### src/hdl/lge_ram.sv
`timescale 1ns / 1ps

module lge_ram #(
  parameter int WIDTH = 8,
  parameter int DEPTH = 64
) (
  input  logic                     clk_i,
  input  logic                     we_i,
  input  logic [$clog2(DEPTH)-1:0] waddr_i,
  input  logic [WIDTH-1:0]         wdata_i,
  input  logic                     re_i,
  input  logic [$clog2(DEPTH)-1:0] raddr_i,
  output logic [WIDTH-1:0]         rdata_o
);

  logic [WIDTH-1:0] mem_q [DEPTH];

  always_ff @(posedge clk_i) begin
    if (we_i) begin
      mem_q[waddr_i] <= wdata_i;
    end
    if (re_i) begin
      rdata_o <= mem_q[raddr_i];
    end
  end

endmodule

### config.mk
export PLATFORM = sky130hd
export DESIGN_NAME = lge_ram
export DESIGN_NICKNAME = d
export VERILOG_FILES = /design/src/hdl/lge_ram.sv
export SDC_FILE = /design/constraint.sdc
export NUM_CORES = 1
export LEC_CHECK = 0
export BUFFER_PORTS_ARGS = -buffer_cell sky130_fd_sc_hd__buf_2
export CAP_MARGIN = 20
export CORE_ASPECT_RATIO = 1.5
export CORE_UTILIZATION = 50
export DETAILED_ROUTE_END_ITERATION = 8
export PLACE_DENSITY = 0.68
export SETUP_SLACK_MARGIN = 0.4
export SYNTH_ARGS = -nofsm -noshare
export SYNTH_HDL_FRONTEND = slang
export SYNTH_SLANG_ARGS = --single-unit
### constraint.sdc
create_clock -name clk_i -period 2 [get_ports clk_i]
set_clock_uncertainty 0.1 [all_clocks]
set_input_delay 0.2 -clock clk_i [delete_from_list [all_inputs] [get_ports clk_i]]
set_output_delay 0.2 -clock clk_i [all_outputs]
set_load 0.005 [all_outputs]
==> results of run 1 <==
==> cells in the mapped netlist, drive strengths merged (2+ instances only) <==
library cell / number
o22ai: 8
a211oi: 4
nor2: 83
edfxtp: 520
nand2: 19
o32ai: 2
nand3: 13
mux2: 13
nor2b: 14
mux2i: 23
a2111oi: 2
o2bb2ai: 3
buf: 34
o221a: 2
a21oi: 3
o21a: 2
nor3: 7
nand2b: 7
o41ai: 2
nand3b: 3
mux4: 126
a221oi: 6
o221ai: 8
nor4: 2
clkbuf: 17
o21ai: 4
a22oi: 3
nand4: 2
o2111ai: 3
==> worst max-delay path by stage <==
stage | startpoint | end | slack [ps] | depth (start not counted)
3_3_place_gp | raddr_i[0] | rdata_o[5] | -690 | 7
5_1_grt | mem_q[14][0] | rdata_o[0] | -130 | 5
6_report | mem_q[14][0] | rdata_o[0] | -80 | 5
3_5_place_dp | raddr_i[0] | rdata_o[5] | -660 | 7
2_1_floorplan | raddr_i[0] | rdata_o[7] | 10 | 7
4_1_cts | mem_q[14][0] | rdata_o[0] | -100 | 5
==> metrics by stage <==
| step | hold WS [ps] | power (uW) | setup TNS, ps | utilization [%] |
|---|---|---|---|---|
| floorplan | 199 | 13000 | 0 | - |
| global placement | 484 | 13600 | -4150 | 56.2 |
| detailed placement | 482 | 13600 | -4240 | 56.2 |
| global route | 31.9 | 23300 | -630 | 60.7 |
| finish | 24.9 | 22700 | -307 | 60.7 |
| CTS | 17.0 | 22900 | -327 | 60.7 |
==> registers in the layout (all words and copies together) (netlist names) <==
name     count
rdata_o      8
mem_q      512
==> power groups by stage <==
stage | clock network [uW] | logic, uW | registers [uW]
2_1_floorplan | 0 | 673 | 12300
3_3_place_gp | 0 | 1270 | 12300
3_5_place_dp | 0 | 1300 | 12300
4_1_cts | 9410 | 1350 | 12100
5_1_grt | 9780 | 1420 | 12100
6_report | 9270 | 1340 | 12100
==> kinds of logic after synthesis <==
kind of cell / after synthesis / synth area share (%)
DFF: 520 / 77.1
buffers and inverters: 51 / 1.56
muxes: 162 / 15.9
and+or+nand+nor: 153 / 3.37
AOI/OAI and AO/OA: 54 / 2.06
==> layout by cell type, fill, tap and decap left out, types with 3 or more instances in the layout <==
cell / n
a211oi_1: 4
a21oi_1: 3
a221oi_1: 3
a221oi_4: 3
a22oi_1: 3
buf_12: 15
buf_2: 27
buf_4: 144
bufinv_16: 8
clkbuf_1: 7
clkbuf_16: 49
clkinv_1: 11
clkinv_2: 9
edfxtp_1: 520
mux2_2: 10
mux2_4: 3
mux2i_1: 23
mux4_2: 126
nand2_1: 19
nand2b_1: 7
nand3_1: 11
nand3b_1: 3
nor2_1: 43
nor2_2: 19
nor2_4: 21
nor2b_1: 14
nor3_2: 3
o2111ai_1: 3
o221ai_1: 8
o22ai_1: 8
o2bb2ai_1: 3
==> area by class of cell <==
class,count,share of cell area (%)
Sequential cell,520,64.9
Multi-Input combinational cell,369,19.4
Timing Repair Buffer,188,6.40
Clock buffer,56,5.21
Tap cell,500,2.60
Clock inverter,30,1.43
==> worst register-to-register path, stage by stage, from the launching register on <==
cell       delay, ps
edfxtp_1         390
mux4_2           500
mux4_2           520
nor2_4           140
nor3_2            50
o2bb2ai_1        130
==> per-layer routing <==
layer  share of wire, %  track usage (%)  wire, um
met1                 36             27.3     16500
met2                 54             41.9     24800
met3                5.9             3.93      2720
met4                3.9             9.21      1770
met5              0.055                0        25
==> timing repair <==
item | in CTS | in global routing
hold endpoints to repair | 8 | 0
hold buffers | 1 | 0
pin swaps | 5 | 2
cloned | 0 | 0
resized for setup | 27 | 2
setup endpoints to repair | 8 | 8
==> impl_metrics.csv, run 1 <==
group,metric,value,unit
worst_setup_path,critPathBufInv,0,
synth,synth_top_area_share,77.1,%
clock_network,tritoncts,"yes",
layout,seqCellArea,15600,um^2
synth,syn_avg_cell_area,21.5,um^2
route,via_count,9913,
synth,synth.distinct_cells,39,
synth,syn_nets,963,
worst_setup_path,cpPeakStageDelay,510,ps
global_route,grt_pass1_vias,10700,
synth,synth_edf_count,520,
timing,relSlewSlack,40.4,%
worst_setup_path,r2r-end,"rdata_o[0]",
layout,stdcell_area,24100,um^2
route,drt_iter0_drc,985,
synth,async_flop_share,0,%
timing,hold_violations,0,
worst_setup_path,cp.required,2200,ps
min_path,whs_endpoint,"mem_q[48][4]",
timing,fmaxAchievable,481,MHz
route,drcViolationCount,2,
timing,setup_violations,7,
layout,final_cells,1663,
timing,finalCritPeriodShare,104,%
global_route,grt_pass1_wl,68700,um
layout,nFillCells,2775,
die,die_area,41300,um^2
power,p_int,18200,uW
layout,finalNetCount,1149,
die,die_h,248,um
layout,drive_gt1_share,38.7,%
synth,mappedNetlistArea,20200,um^2
die,rows,89,
worst_setup_path,reg2reg_slack,-80,ps
clock_network,cts_buffer_depth,3,
die,core,39600,um^2
timing,layout_setup_ws,-79.9,ps
clock_network,post_cts_buffers,0,
placed_design,port-buffer-count,30,
synth,yosysSeqAreaShare,77.1,%
synth,synthFlopType,"edfxtp_1",
power,powerDensity,945,nW/um^2
global_route,grt_overflow,0,
worst_setup_path,rr_startpoint,"mem_q[14][0]",
route,drtPass1Iterations,7,
power,combPwrFrac,5.9,%
clock_network,cts.sinks,520,
synth,ys_seq_elements,520,
min_path,min_from,"wdata_i[4]",
clock_network,cts_buffers,47,
min_path,hold_path.class,"in2reg",
status,status,"finished, violations left",
worst_setup_path,crit_path_start_kind,"flip-flop",
power,p_sw,4570,uW
route,ant_nets,0,
die,fp.dieW,166,um
route,wl,45800,um
status,violations,"DRC, setup timing",
power,pwr-share-seq,53.3,%
clock_network,ctsRootBufferMaster,"clkbuf_16",
placed_design,dp_cells,1576,
placed_design,hpwl,30600,um
global_route,antenna_found_initial,2,
synth,synth_cells,940,
power,pwr-share-clk,40.8,%
synth,synth.largest_area_cell,"edfxtp_1",
timing,min_period,2080,ps
die,ios,31,
clock_network,clk-insertion-delay-late,560,ps
worst_setup_path,crit_top_cell,"mux4_2",
worst_setup_path,crit_path_cell_trace,"mux4_2, mux4_2, nor2_4, nor3_2, o2bb2ai_1",
synth,yosysWarnings,0,
worst_setup_path,cpMaxStageDelayCell,"mux4_2",
route,wl_per_cell,27.6,um
worst_setup_path,critical_path_class,"reg2reg",
global_route,grt_max_degree,65,
placed_design,place_area,22300,um^2
timing,rsz0062_at_grt,"true",
timing,tightest_slew,894,ps
global_route,track_usage,23.1,%
timing,slew_violations,0,
worst_setup_path,cp.arrival,2280,ps
placed_design,post-place-ws,-660,ps
worst_setup_path,cp_max_fo,1,
route,vias_per_cell,5.96,
clock_network,cts.htree.levels,2,
flow_run,cap_violations,0,
clock_network,cts.clk_slew.worst_paths,60,ps
power,ir_worst_vdd,0.886,mV
worst_setup_path,cpLargestDelayFamily,"multiplexers",
synth,yosys-top-cells-area,"edfxtp_1 (77%), mux4_2 (14%), nor2_1 (1.5%)",
power,leakage,0.00777,uW
layout,multi_input_area,4680,um^2
layout,diodes,0,
placed_design,gp_congestion,0.833,
die,start_util,51.1,%
power,switching_share,20.1,%
worst_setup_path,crit_path_end_kind,"flip-flop",
layout,area_delta_synth_final,18.8,%
worst_setup_path,r2r_cells,5,
min_path,hold_path_depth,2,
Power figures use the tool's default switching activity.
==> run 2: changes to the inputs <==
--- a/config.mk
+++ b/config.mk
@@ -12,6 +12,7 @@
 export DETAILED_ROUTE_END_ITERATION = 8
 export PLACE_DENSITY = 0.68
 export SETUP_SLACK_MARGIN = 0.4
+export SKIP_LAST_GASP = 1
 export SYNTH_ARGS = -nofsm -noshare
 export SYNTH_HDL_FRONTEND = slang
 export SYNTH_SLANG_ARGS = --single-unit
==> run 2 against run 1 <==
The run still ends with DRC, setup timing left; critical endpoint unchanged; combinational power about the same; sequential share of layout area about the same; register-to-register slack hardly changed; global-route usage about the same; routed wire length rose by 0.29%; sequential cell count is the same; setup slack worse by 2.5 ps; clock power is essentially flat; sequential power about the same; highest routed layer unchanged; worst hold slack got worse by 4.0 ps; via count is 0.88% higher.
==> impl_metrics.csv, run 2 (same netlist as run 1, synthesis figures left out) <==
group,metric,value,unit
status,status,"finished, violations left",
status,violations,"DRC, setup timing",
layout,final_cells,1663,
layout,finalNetCount,1149,
placed_design,dp_cells,1576,
clock_network,cts.clk_slew.worst_paths,70,ps
die,fp.dieW,166,um
worst_setup_path,crit_path_start_kind,"flip-flop",
timing,setup_violations,7,
global_route,antenna_found_initial,2,
die,ios,31,
worst_setup_path,crit_path_end_kind,"flip-flop",
layout,final_common_cell,"edfxtp_1",
worst_setup_path,r2r-end,"rdata_o[0]",
min_path,hold_path.class,"in2reg",
route,drtPass1Iterations,7,
layout,largest_register,"mem_q",
route,via_count,10000,
timing,fmaxAchievable,480,MHz
die,die_area,41300,um^2
layout,largest_reg_flops,512,
clock_network,clk-insertion-delay-late,560,ps
global_route,grt_pass1_vias,10700,
power,powerDensity,945,nW/um^2
worst_setup_path,critical_path_class,"reg2reg",
layout,nFillCells,2777,
die,die_h,248,um
power,leakage,0.00777,uW
die,core,39600,um^2
placed_design,port-buffer-count,30,
worst_setup_path,r2r_cells,5,
timing,min_period,2080,ps
route,wl_per_cell,27.6,um
route,vias_per_cell,6.01,
global_route,grt_overflow,0,
layout,reg_top3,"mem_q: 512 flops, rdata_o: 8 flops",
clock_network,tritoncts,"yes",
route,drcViolationCount,2,
layout,mostFrequentLayoutCells,"edfxtp_1 (520), buf_4 (144), mux4_2 (126)",
clock_network,cts_buffer_depth,3,
layout,area_delta_synth_final,18.8,%
layout,seqCellArea,15600,um^2
placed_design,gp_congestion,0.833,
clock_network,cts.sinks,520,
worst_setup_path,crit_path_cell_trace,"mux4_2, mux4_2, nor2_4, nor3_2, o2bb2ai_1",
timing,rsz0062_at_grt,"true",
global_route,grt_pass1_wl,68700,um
min_path,min_from,"wdata_i[4]",
worst_setup_path,cp.required,2200,ps
route,drt_iter0_drc,951,
worst_setup_path,rr_startpoint,"mem_q[14][0]",
worst_setup_path,path_depth,5,
route,ant_nets,0,
worst_setup_path,critPathBufInv,0,
worst_setup_path,cpMaxStageDelayCell,"mux4_2",
layout,multi_input_area,4670,um^2
global_route,grt_max_degree,65,
die,rows,89,
timing,finalCritPeriodShare,104,%
power,finalPower,22700,uW
timing,slew_violations,0,
timing,layout_setup_ws,-82.4,ps
worst_setup_path,cpLargestDelayFamily,"multiplexers",
worst_setup_path,crit_path_start,"mem_q[14][0]",
worst_setup_path,cpPeakStageDelay,510,ps
worst_setup_path,crit_top_cell,"mux4_2",
route,wl,46000,um
worst_setup_path,reg2reg_slack,-80,ps
die,start_util,51.1,%
global_route,track_usage,23.1,%
timing,tightest_slew,902,ps
layout,drive_gt1_share,38.7,%
worst_setup_path,cp.arrival,2280,ps
timing,hold_violations,0,
flow_run,cap_violations,0,
clock_network,cts_buffers,47,
timing,relSlewSlack,39.9,%
clock_network,cts.htree.levels,2,
power,ir_worst_vdd,0.884,mV
placed_design,hpwl,30600,um
worst_setup_path,cp_max_fo,1,
worst_setup_path,worstSetupEndpoint,"rdata_o[0]",
clock_network,ctsRootBufferMaster,"clkbuf_16",
layout,diodes,0,
clock_network,post_cts_buffers,0,
run 2: per-stage QoR:
step                      worst slack [ps]  hold slack (ps)  util, %  TNS (ps)  cell area, um^2
after floorplan                       14.7              199        -         0            20500
after global routing                  -126             31.9     60.7      -647            24000
after CTS                            -95.4             17.0     60.6      -343            24000
final                                -82.4             20.8     60.7      -288            24000
after global placement                -690              484     56.2     -4150            22300
after detailed placement              -660              482     56.2     -4240            22300
run 2: layout make-up:
class	instances	share of cell area (%)
sequential	520	64.9
multi-input combinational	369	19.4
timing repair buffer	188	6.40
clock buffer	56	5.21
tap	500	2.60
clock inverter	30	1.43
run 2: worst min path at each step:
stage | end | slack, ps | cells after the start
after floorplan | mem_q[0][0] | 200 | 0
after global placement | rdata_o[5] | 480 | 1
after detailed placement | rdata_o[5] | 480 | 1
after CTS | mem_q[50][6] | 20 | 1
after global routing | mem_q[48][4] | 30 | 2
final | mem_q[48][4] | 20 | 2
run 2: timing repair:
| action | CTS | global route |
|---|---|---|
| gates resized for setup | 26 | 2 |
| hold endpoints to repair | 8 | 0 |
| pin swaps | 5 | 1 |
| setup endpoints to repair | 8 | 8 |
| hold buffers | 1 | 0 |
run 2: worst reg2reg max path, delay by kind of cell (launching register included):
family / cells / cell delay (ps)
and+or+nand+nor: 2 / 190
muxes: 2 / 1010
DFF: 1 / 390
AOI/OAI and AO/OA: 1 / 130
run 2: power breakdown:
part	leakage (uW)	internal (uW)	switching, uW	total, uW
combinational	0.00230	577	764	1340
clock	0.000782	5490	3780	9280
sequential	0.00469	12100	25.9	12100
run 2: routing by layer:
layer  routed length, um  GRT usage [%]
met5                  25              0
met4                1790           9.29
met1               16500           27.2
met2               24900           42.0
met3                2780           3.95
